===== src/rtl/core/lfpd_pkg.sv =====
`default_nettype none
package lfpd_pkg;

    localparam int C_NUM_SENSORS = 8;
    localparam int C_DIV_STEPS   = 12;

    typedef logic signed [4:0] t_weight;

    // sensor weights in units of one half, sensor 1 first
    localparam t_weight C_WEIGHT_HALVES [C_NUM_SENSORS] =
        '{-5'sd8, -5'sd6, -5'sd4, -5'sd1, 5'sd1, 5'sd4, 5'sd6, 5'sd8};

    localparam logic [11:0] C_DRIVE_LIMIT_RST = 12'd500;
    localparam logic [2:0]  C_RUN_MAX         = 3'd6;

    // reciprocals: x/1500 = (x*R)>>32, x/10 = (x*R)>>26, x/5 = (x*R)>>17
    localparam logic [21:0] C_RECIP_1500 = 22'd2863312;
    localparam logic [22:0] C_RECIP_10   = 23'd6710887;
    localparam logic [14:0] C_RECIP_5    = 15'd26215;

    localparam logic [8:0]  C_BASE_SPEED = 9'd280;
    localparam logic [8:0]  C_BASE_MIN   = 9'd160;

    typedef enum logic [3:0] {
        ST_IDLE,
        ST_DIVIDE,
        ST_ERROR,
        ST_PD,
        ST_SCALE,
        ST_CMD,
        ST_FSUM,
        ST_FDIV,
        ST_CMUL,
        ST_CDIV,
        ST_DRIVE
    } t_state;

    typedef struct packed {
        logic load;
        logic div_step;
        logic err_step;
        logic pd_step;
        logic scale_step;
        logic cmd_step;
        logic fsum_step;
        logic fdiv_step;
        logic cmul_step;
        logic cdiv_step;
        logic drive_step;
    } t_dp_cmd;

    typedef struct packed {
        logic out_free;
    } t_dp_sts;

endpackage
`default_nettype wire


===== src/rtl/core/lfpd_ctrl.sv =====
`default_nettype none
module lfpd_ctrl
    import lfpd_pkg::*;
(
    input  wire     i_clk,
    input  wire     i_rst_n,
    input  wire     i_in_valid,
    output logic    o_in_ready,
    input  t_dp_sts i_sts,
    output t_dp_cmd o_cmd
);

    t_state     r_state, n_state;
    logic [3:0] r_div_cnt, n_div_cnt;

    always_ff @(posedge i_clk) begin
        if (!i_rst_n) begin
            r_state   <= ST_IDLE;
            r_div_cnt <= '0;
        end else begin
            r_state   <= n_state;
            r_div_cnt <= n_div_cnt;
        end
    end

    always_comb begin
        n_state   = r_state;
        n_div_cnt = '0;
        case (r_state)
            ST_IDLE: begin
                if (i_in_valid) n_state = ST_DIVIDE;
            end
            ST_DIVIDE: begin
                n_div_cnt = r_div_cnt + 4'd1;
                if (r_div_cnt == 4'(C_DIV_STEPS - 1)) n_state = ST_ERROR;
            end
            ST_ERROR: n_state = ST_PD;
            ST_PD:    n_state = ST_SCALE;
            ST_SCALE: n_state = ST_CMD;
            ST_CMD:   n_state = ST_FSUM;
            ST_FSUM:  n_state = ST_FDIV;
            ST_FDIV:  n_state = ST_CMUL;
            ST_CMUL:  n_state = ST_CDIV;
            ST_CDIV:  n_state = ST_DRIVE;
            ST_DRIVE: begin
                // hold until the output register can take the beat
                if (i_sts.out_free) n_state = ST_IDLE;
            end
            default:  n_state = ST_IDLE;
        endcase
    end

    always_comb begin
        o_cmd      = '0;
        o_in_ready = 1'b0;
        case (r_state)
            ST_IDLE: begin
                o_in_ready = 1'b1;
                o_cmd.load = i_in_valid;
            end
            ST_DIVIDE: o_cmd.div_step   = 1'b1;
            ST_ERROR:  o_cmd.err_step   = 1'b1;
            ST_PD:     o_cmd.pd_step    = 1'b1;
            ST_SCALE:  o_cmd.scale_step = 1'b1;
            ST_CMD:    o_cmd.cmd_step   = 1'b1;
            ST_FSUM:   o_cmd.fsum_step  = 1'b1;
            ST_FDIV:   o_cmd.fdiv_step  = 1'b1;
            ST_CMUL:   o_cmd.cmul_step  = 1'b1;
            ST_CDIV:   o_cmd.cdiv_step  = 1'b1;
            ST_DRIVE:  o_cmd.drive_step = i_sts.out_free;
            default:   o_cmd = '0;
        endcase
    end

endmodule
`default_nettype wire


===== src/rtl/core/lfpd_dp.sv =====
`default_nettype none
module lfpd_dp
    import lfpd_pkg::*;
(
    input  wire                i_clk,
    input  wire                i_rst_n,
    input  t_dp_cmd            i_cmd,
    output t_dp_sts            o_sts,
    input  wire  [7:0]         i_sensor_bits,
    input  wire  [9:0]         i_speed_scale,
    input  wire                i_reverse,
    input  wire                i_clear_pid,
    input  wire                i_cfg_we,
    input  wire  [11:0]        i_cfg_wdata,
    input  wire                i_out_ready,
    output logic               o_out_valid,
    output logic signed [12:0] o_left_drive,
    output logic signed [12:0] o_right_drive,
    output logic               o_crossing_seen,
    output logic               o_line_latched,
    output logic [3:0]         o_lit_count
);

    function automatic logic signed [12:0] clamp_drive(
        input logic signed [13:0] v,
        input logic signed [13:0] lim
    );
        logic signed [13:0] r;
        begin
            r = v;
            if (v > lim) r = lim;
            if (v < -lim) r = -lim;
            return r[12:0];
        end
    endfunction

    // state and configuration
    logic [11:0]        r_limit;
    logic signed [11:0] r_last;
    logic signed [19:0] r_filt;
    logic [2:0]         r_run;
    logic               r_latch;

    // per-item working registers
    logic [9:0]         r_speed;
    logic               r_rev;
    logic [3:0]         r_cnt;
    logic               r_cross;
    logic               r_neg;
    logic [3:0]         r_rem;
    logic [11:0]        r_quo;
    logic signed [11:0] r_err;
    logic signed [12:0] r_d;
    logic signed [19:0] r_pd;
    logic [29:0]        r_pmag;
    logic               r_psign;
    logic signed [11:0] r_cmd;
    logic signed [23:0] r_fv;
    logic [30:0]        r_cmag;
    logic               r_csign;
    logic signed [12:0] r_corr;

    // output register
    logic               r_out_valid;
    logic signed [12:0] r_left, r_right;
    logic               r_out_cross, r_out_latch;
    logic [3:0]         r_out_cnt;

    // scan decode
    logic signed [5:0]  sum;
    logic [3:0]         cnt;
    logic signed [5:0]  sum_abs_w;
    logic [11:0]        dividend;

    always_comb begin
        sum = '0;
        cnt = '0;
        for (int i = 0; i < C_NUM_SENSORS; i++) begin
            if (i_sensor_bits[i]) begin
                sum = sum + 6'(C_WEIGHT_HALVES[i]);
                cnt = cnt + 4'd1;
            end
        end
        sum_abs_w = (sum < 0) ? -sum : sum;
        dividend  = {sum_abs_w[4:0], 7'b0};
    end

    // restoring divide, one quotient bit a cycle
    logic [4:0] div_t;
    logic       div_ge;
    assign div_t  = {r_rem, r_quo[11]};
    assign div_ge = (div_t >= {1'b0, r_cnt});

    // error and derivative
    logic signed [11:0] err_new;
    logic signed [12:0] d_new;
    assign err_new = (r_cnt == 4'd0) ? r_last
                   : (r_neg ? -$signed(r_quo) : $signed(r_quo));
    assign d_new   = 13'(err_new) - 13'(r_last);

    logic [11:0] err_abs_w;
    logic [10:0] err_abs;
    assign err_abs_w = (r_err < 0) ? 12'(-r_err) : 12'(r_err);
    assign err_abs   = err_abs_w[10:0];

    // speed scaling
    logic [19:0] pd_abs_w;
    logic [10:0] spd1;
    assign pd_abs_w = (r_pd < 0) ? 20'(-r_pd) : 20'(r_pd);
    assign spd1     = 11'(r_speed) + 11'd1;

    logic [43:0] cmd_prod;
    logic [11:0] cmd_q;
    assign cmd_prod = 44'(r_pmag[29:8]) * 44'(C_RECIP_1500);
    assign cmd_q    = cmd_prod[43:32];

    // low-pass filter
    logic [23:0] fv_abs_w;
    logic [45:0] fdiv_prod;
    logic [19:0] fdiv_q;
    assign fv_abs_w  = (r_fv < 0) ? 24'(-r_fv) : 24'(r_fv);
    assign fdiv_prod = 46'(fv_abs_w[22:0]) * 46'(C_RECIP_10);
    assign fdiv_q    = fdiv_prod[45:26];

    // correction factor
    logic [19:0] filt_abs_w;
    logic [11:0] factor;
    assign filt_abs_w = (r_filt < 0) ? 20'(-r_filt) : 20'(r_filt);
    assign factor     = 12'd1280 + 12'(err_abs);

    logic [29:0] cdiv_prod;
    logic [12:0] cdiv_q;
    assign cdiv_prod = 30'(r_cmag[30:16]) * 30'(C_RECIP_5);
    assign cdiv_q    = cdiv_prod[29:17];

    // drives
    logic [15:0]        e35;
    logic [8:0]         base_raw, base;
    logic signed [13:0] base_s, corr_s, lim_s;
    logic signed [12:0] left_c, right_c;
    assign e35      = 16'(err_abs) * 16'd35;
    assign base_raw = C_BASE_SPEED - 9'(e35[15:8]);
    assign base     = (base_raw < C_BASE_MIN) ? C_BASE_MIN : base_raw;
    assign base_s   = $signed(14'(base));
    assign corr_s   = 14'(r_corr);
    assign lim_s    = $signed(14'(r_limit));
    assign left_c   = clamp_drive(base_s + corr_s, lim_s);
    assign right_c  = clamp_drive(base_s - corr_s, lim_s);

    always_ff @(posedge i_clk) begin
        if (!i_rst_n) begin
            r_limit     <= C_DRIVE_LIMIT_RST;
            r_last      <= '0;
            r_filt      <= '0;
            r_run       <= '0;
            r_latch     <= 1'b0;
            r_out_valid <= 1'b0;
        end else begin
            if (i_cfg_we) r_limit <= i_cfg_wdata;

            if (i_cmd.load) begin
                if (i_clear_pid) r_last <= '0;
                if (cnt != 4'd0) begin
                    if (r_run < C_RUN_MAX) begin
                        r_run <= r_run + 3'd1;
                    end else if (i_sensor_bits[3] || i_sensor_bits[4]) begin
                        r_latch <= 1'b1;
                    end
                end else begin
                    r_run <= '0;
                end
            end

            if (i_cmd.err_step) r_last <= err_new;

            if (i_cmd.fdiv_step) begin
                r_filt <= r_fv[23] ? -$signed(fdiv_q) : $signed(fdiv_q);
            end

            if (i_cmd.drive_step) begin
                r_out_valid <= 1'b1;
            end else if (i_out_ready) begin
                r_out_valid <= 1'b0;
            end
        end
    end

    always_ff @(posedge i_clk) begin
        if (i_cmd.load) begin
            r_speed <= i_speed_scale;
            r_rev   <= i_reverse;
            r_cnt   <= cnt;
            r_cross <= (cnt > 4'd3) || (cnt == 4'd0);
            r_neg   <= sum[5];
            r_rem   <= '0;
            r_quo   <= dividend;
        end
        if (i_cmd.div_step) begin
            r_rem <= div_ge ? 4'(div_t - {1'b0, r_cnt}) : div_t[3:0];
            r_quo <= {r_quo[10:0], div_ge};
        end
        if (i_cmd.err_step) begin
            r_err <= err_new;
            r_d   <= d_new;
        end
        if (i_cmd.pd_step) begin
            r_pd <= 20'(r_err) * 20'sd350 + 20'(r_d) * 20'sd49;
        end
        if (i_cmd.scale_step) begin
            r_pmag  <= 30'(pd_abs_w[18:0]) * 30'(spd1);
            r_psign <= r_pd[19];
        end
        if (i_cmd.cmd_step) begin
            // command is the negated scaled PD term
            r_cmd <= r_psign ? $signed(cmd_q) : -$signed(cmd_q);
        end
        if (i_cmd.fsum_step) begin
            r_fv <= 24'(r_filt) * 24'sd7 + 24'(r_cmd) * 24'sd768;
        end
        if (i_cmd.cmul_step) begin
            r_cmag  <= 31'(filt_abs_w[18:0]) * 31'(factor);
            r_csign <= r_filt[19];
        end
        if (i_cmd.cdiv_step) begin
            r_corr <= r_csign ? -$signed(cdiv_q) : $signed(cdiv_q);
        end
        if (i_cmd.drive_step) begin
            r_left      <= r_rev ? right_c : left_c;
            r_right     <= r_rev ? left_c : right_c;
            r_out_cross <= r_cross;
            r_out_latch <= r_latch;
            r_out_cnt   <= r_cnt;
        end
    end

    assign o_sts.out_free = !r_out_valid || i_out_ready;
    assign o_out_valid     = r_out_valid;
    assign o_left_drive    = r_left;
    assign o_right_drive   = r_right;
    assign o_crossing_seen = r_out_cross;
    assign o_line_latched  = r_out_latch;
    assign o_lit_count     = r_out_cnt;

endmodule
`default_nettype wire


===== src/rtl/core/line_follow_pd_steering_unit.sv =====
// Line-follow PD steering unit.
// Slave stream: one beat per sensor scan. s_axis_tdata carries the sensor
// bits and the speed value; s_axis_tuser carries reverse and clear_pid.
// Master stream: one beat per scan with the saturated left and right wheel
// drives, the lit-sensor count, and the crossing and centre-line flags.
// Config: pulse i_cfg_we with i_cfg_wdata to set the drive limit (reset 500);
// write it only while no scan is in flight.
// Flow: the scan is decoded at the accepting edge, then the weighted sum is
// divided by the lit count in a bit-serial restoring divide, followed by
// single steps through the error, PD, speed scaling, command, filter,
// correction and drive stages. The unit then returns to idle; a new scan is
// taken only once the last one is through.
// The output register holds a finished beat while the next scan is worked
// on; if the receiver still stalls when the following result is ready, the
// unit waits and s_axis_tready stays low until the register drains.
// Reset clears the error history, filter, line-run counter, centre-line
// latch and the output valid, and restores the drive limit.
`default_nettype none
module line_follow_pd_steering_unit
    import lfpd_pkg::*;
(
    input  wire         i_clk,
    input  wire         i_rst_n,
    input  wire         s_axis_tvalid,
    output logic        s_axis_tready,
    input  wire  [23:0] s_axis_tdata,   // sensor_bits[7:0], speed_scale[17:8], zero pad
    input  wire  [1:0]  s_axis_tuser,   // reverse[0], clear_pid[1]
    output logic        m_axis_tvalid,
    input  wire         m_axis_tready,
    output logic [31:0] m_axis_tdata,   // left_drive[12:0], right_drive[25:13],
                                        // lit_count[29:26], zero pad
    output logic [1:0]  m_axis_tuser,   // crossing_seen[0], line_latched[1]
    input  wire         i_cfg_we,
    input  wire  [11:0] i_cfg_wdata
);

    t_dp_cmd            cmd;
    t_dp_sts            sts;
    logic signed [12:0] left_drive, right_drive;
    logic               crossing_seen, line_latched;
    logic [3:0]         lit_count;

    lfpd_ctrl u_ctrl (
        .i_clk      (i_clk),
        .i_rst_n    (i_rst_n),
        .i_in_valid (s_axis_tvalid),
        .o_in_ready (s_axis_tready),
        .i_sts      (sts),
        .o_cmd      (cmd)
    );

    lfpd_dp u_dp (
        .i_clk           (i_clk),
        .i_rst_n         (i_rst_n),
        .i_cmd           (cmd),
        .o_sts           (sts),
        .i_sensor_bits   (s_axis_tdata[7:0]),
        .i_speed_scale   (s_axis_tdata[17:8]),
        .i_reverse       (s_axis_tuser[0]),
        .i_clear_pid     (s_axis_tuser[1]),
        .i_cfg_we        (i_cfg_we),
        .i_cfg_wdata     (i_cfg_wdata),
        .i_out_ready     (m_axis_tready),
        .o_out_valid     (m_axis_tvalid),
        .o_left_drive    (left_drive),
        .o_right_drive   (right_drive),
        .o_crossing_seen (crossing_seen),
        .o_line_latched  (line_latched),
        .o_lit_count     (lit_count)
    );

    assign m_axis_tdata = {2'b00, lit_count, right_drive, left_drive};
    assign m_axis_tuser = {line_latched, crossing_seen};

endmodule
`default_nettype wire

===== config.mk =====
export PLATFORM = sky130hd
export DESIGN_NAME = line_follow_pd_steering_unit
export DESIGN_NICKNAME = d
export VERILOG_FILES = /design/src/rtl/core/lfpd_pkg.sv /design/src/rtl/core/lfpd_ctrl.sv /design/src/rtl/core/lfpd_dp.sv /design/src/rtl/core/line_follow_pd_steering_unit.sv
export SDC_FILE = /design/constraint.sdc
export NUM_CORES = 2
export LEC_CHECK = 0
export BUFFER_PORTS_ARGS = -buffer_cell sky130_fd_sc_hd__buf_2
export CORE_ASPECT_RATIO = 1.75
export CORE_UTILIZATION = 67
export DETAILED_ROUTE_END_ITERATION = 12
export PLACE_DENSITY = 0.87
export SLEW_MARGIN = 10
export SYNTH_ARGS = -nofsm -noshare
export SYNTH_HDL_FRONTEND = slang
export SYNTH_SLANG_ARGS = --single-unit

===== constraint.sdc =====
create_clock -name i_clk -period 12.25 [get_ports i_clk]
set_clock_uncertainty 0.15 [all_clocks]
set_input_delay 1.225 -clock i_clk [delete_from_list [all_inputs] [get_ports i_clk]]
set_output_delay 1.225 -clock i_clk [all_outputs]
set_load 0.01 [all_outputs]

==> run metrics <==
Async SR Flop Fraction=0%; total CTS buffers=26; sequential-to-total area share from yosys stat=12.5%; Placer Congestion=1.03; Final #Nets=7883; Worst path most repeated cell=ha_1; largest net degree at the start of global routing=44; Clock H-tree levels=1; post-synthesis instance total=5952; type of origin of the critical path=flip-flop; hold buffers post-CTS=0; reg2reg end=u_dp.o_left_drive[5]$_DFFE_PP_; final setup vio count=0; DRC=0; syn_area_per_cell=9.50 um^2; crit path max fanout=17; R2R Setup Slk=0.82 ns; CP max-delay cell=edfxtp_1; CTS Buffer Depth=3; ranking of synthesized cells by area=fa_1 30%, ha_1 22%, edfxtp_1 11%; launch point of the worst path=u_dp.r_err[2]$_DFFE_PP_; core box area=83400 um^2; Max Clock Freq=87.5 MHz; ratio of cells with drive above 1 in the final layout=4.09%; # Max-Cap Violations=0; Distinct cells, synth=92; die area=85600 um^2; Relative slew margins=14.8%; reg2reg start=u_dp.r_err[2]$_DFFE_PP_; ANT nets after route=0; CTS root buf=clkbuf_16; Metal-1 WL=46200 um; TritonRoute pass-1 iters=7; hold crit path type=reg -> reg; Layout area overhead=4.67%; Setup TNS=0 ns; top_reg_cell synth=edfxtp_1; Yosys warning total=0; global-route wire length before repair=239000 um; Hold Fails Final Rpt=0; vias in the first global route=47240; CP arrival=11.58 ns; RSZ-0062 raised after global routing=false; Post-Syn Area=56500 um^2; Clk Latency, worst-skew pair=0.60 ns; met2 wire length=77700 um; number of port buffers=70; critical path type=reg -> reg; Die Height=386 um; vias per inst=6.03; Post-DP HPWL=126000 um; FF+latch count, synth=255; uppermost layer routed=met5; Min-Delay Startpoint=u_dp.r_latch$_SDFFE_PN0P_; I/O pin cnt=79; Slew Limit Fails=0; Clock Pin Slew Worst Setup and Hold Paths=0.06 ns; clock sink total=255; Least-Margin Pin Slew=1.27 ns; Tcrit/Tclk final=93.3%; FP Rows=140; Post-synth EDFFs=198; via count=42726; GRT Util Overall=35.9%; CP required=12.41 ns; final WL=149000 um; chip width=222 um; cell taking the most area after synthesis=fa_1; grt ovf=0; Worst Hold Depth=0; Routed WL per cell=21.0 um; Worst Hold End=u_dp.o_line_latched$_DFFE_PP_; Synth top area share=30.2%; initial cell density of the core=67.8%; initial antenna violation count=6; CP max stage delay=0.56 ns; initial drt markers=2143; fin crit period=11.43 ns; worst r2r path cells=42; run status=finished clean; WL met3=8180 um; CTS tree=built; WHS=0.290 ns; Crit. End Element=flip-flop
==> placed cells by master (no fill, tap or decap), drive strengths merged, types with 32 or more instances in the layout <==
master,n
inv,1312
a211oi,40
and3,36
buf,131
nand3,64
o31ai,32
o21a,37
nand2,485
xnor2,259
nor3,59
o21ai,151
nor2,307
edfxtp,198
mux2i,50
nand2b,56
xor2,101
fa,854
ha,989
a21o,72
dfxtp,57
a21oi,195
nor2b,54
and2,68
==> routing by layer <==
| layer | up-vias | track usage [%] |
|---|---|---|
| li1 | 19315 | - |
| met1 | 20993 | 33.5 |
| met2 | 1637 | 66.7 |
| met3 | 773 | 5.24 |
| met4 | 8 | 34.2 |
| met5 | - | 0 |
==> area by class of cell <==
cell class,count,area [um^2]
tap,1065,1330
inverter,1308,4910
multi-input combinational,4275,44200
fill,5871,24200
sequential,255,7090
clock inverter,18,171
clock buffer,30,687
antenna,2,5.00
timing repair buffer,131,808
==> cells by family (layout without fill, tap and decap cells) <==
family,count (synthesis),after routing,synth area share (%)
AO/OA/AOI/OAI,764,764,8.98
XOR/XNOR,361,361,5.62
adder cells (fa/ha/maj),1844,1844,52.1
buffers and inverters,1423,1487,9.48
flip-flops,255,255,12.5
multiplexers,60,60,1.08
other,1,4,0.00663
AND/OR/NAND/NOR,1244,1244,10.2
==> state kept, by name, indices dropped and copies added, names as in the netlist, 3 cells and up <==
register	flops
u_dp.r_pd	20
u_ctrl.r_state	4
u_dp.r_quo	12
u_dp.r_corr	13
u_dp.r_d	13
u_dp.r_cnt	4
u_dp.r_last	12
u_dp.r_speed	10
u_dp.r_cmd	12
u_dp.r_err	12
u_dp.r_rem	4
u_ctrl.r_div_cnt	4
u_dp.o_lit_count	4
u_dp.r_filt	20
u_dp.r_fv	24
u_dp.o_left_drive	13
u_dp.r_run	3
u_dp.r_cmag	15
u_dp.r_pmag	22
u_dp.o_right_drive	13
u_dp.r_limit	12
==> synth_stat cells (all sizes together) (64+ instances only) <==
library cell / count
a21o: 72
a21oi: 195
and2: 68
clkbuf: 103
edfxtp: 198
fa: 854
ha: 989
inv: 1304
nand2: 485
nand3: 64
nor2: 307
o21ai: 151
xnor2: 259
xor2: 101
==> through the flow <==
stage / setup WS, ns / util (%) / area [um^2] / instances
6_report: 0.824 / 71.0 / 59200 / 7084
5_1_grt: 0.138 / 71.0 / 59200 / 7084
4_1_cts: 0.593 / 71.0 / 59200 / 7082
3_5_place_dp: 0.665 / 69.9 / 58300 / 7034
3_3_place_gp: 0.846 / 69.9 / 58300 / 7034
2_1_floorplan: 2.55 / - / 56500 / 5953
==> how the worst max path moves through the flow <==
| stage | endpoint | slack [ns] | depth (start not counted) |
|---|---|---|---|
| global placement | u_dp.o_right_drive[9]$_DFFE_PP_ | 0.85 | 43 |
| global route | u_dp.o_left_drive[5]$_DFFE_PP_ | 0.14 | 42 |
| floorplan | u_dp.o_right_drive[2]$_DFFE_PP_ | 2.55 | 42 |
| finish | u_dp.o_left_drive[5]$_DFFE_PP_ | 0.82 | 42 |
| CTS | u_dp.o_left_drive[5]$_DFFE_PP_ | 0.59 | 42 |
| detailed placement | u_dp.o_left_drive[5]$_DFFE_PP_ | 0.67 | 42 |
==> worst max-delay path: cells and delay by family (launching register included) <==
kind            cells  cell delay (ns)
compound gates     17             5.08
xor+xnor            1             0.16
fa+ha+maj           7             2.12
buf+inv             6             0.91
flops               1             0.56
simple gates       11             2.11
==> repair_timing <==
item | CTS | global route
endpoints found under the setup margin | 0 | 15
resized for setup | 0 | 4
buffers inserted | 0 | 0
endpoints found under the hold margin | 0 | 0
Power is left out: the tool's default activity adds up to more than one toggle a clock period on the data nets, which glitch-free logic cannot reach.
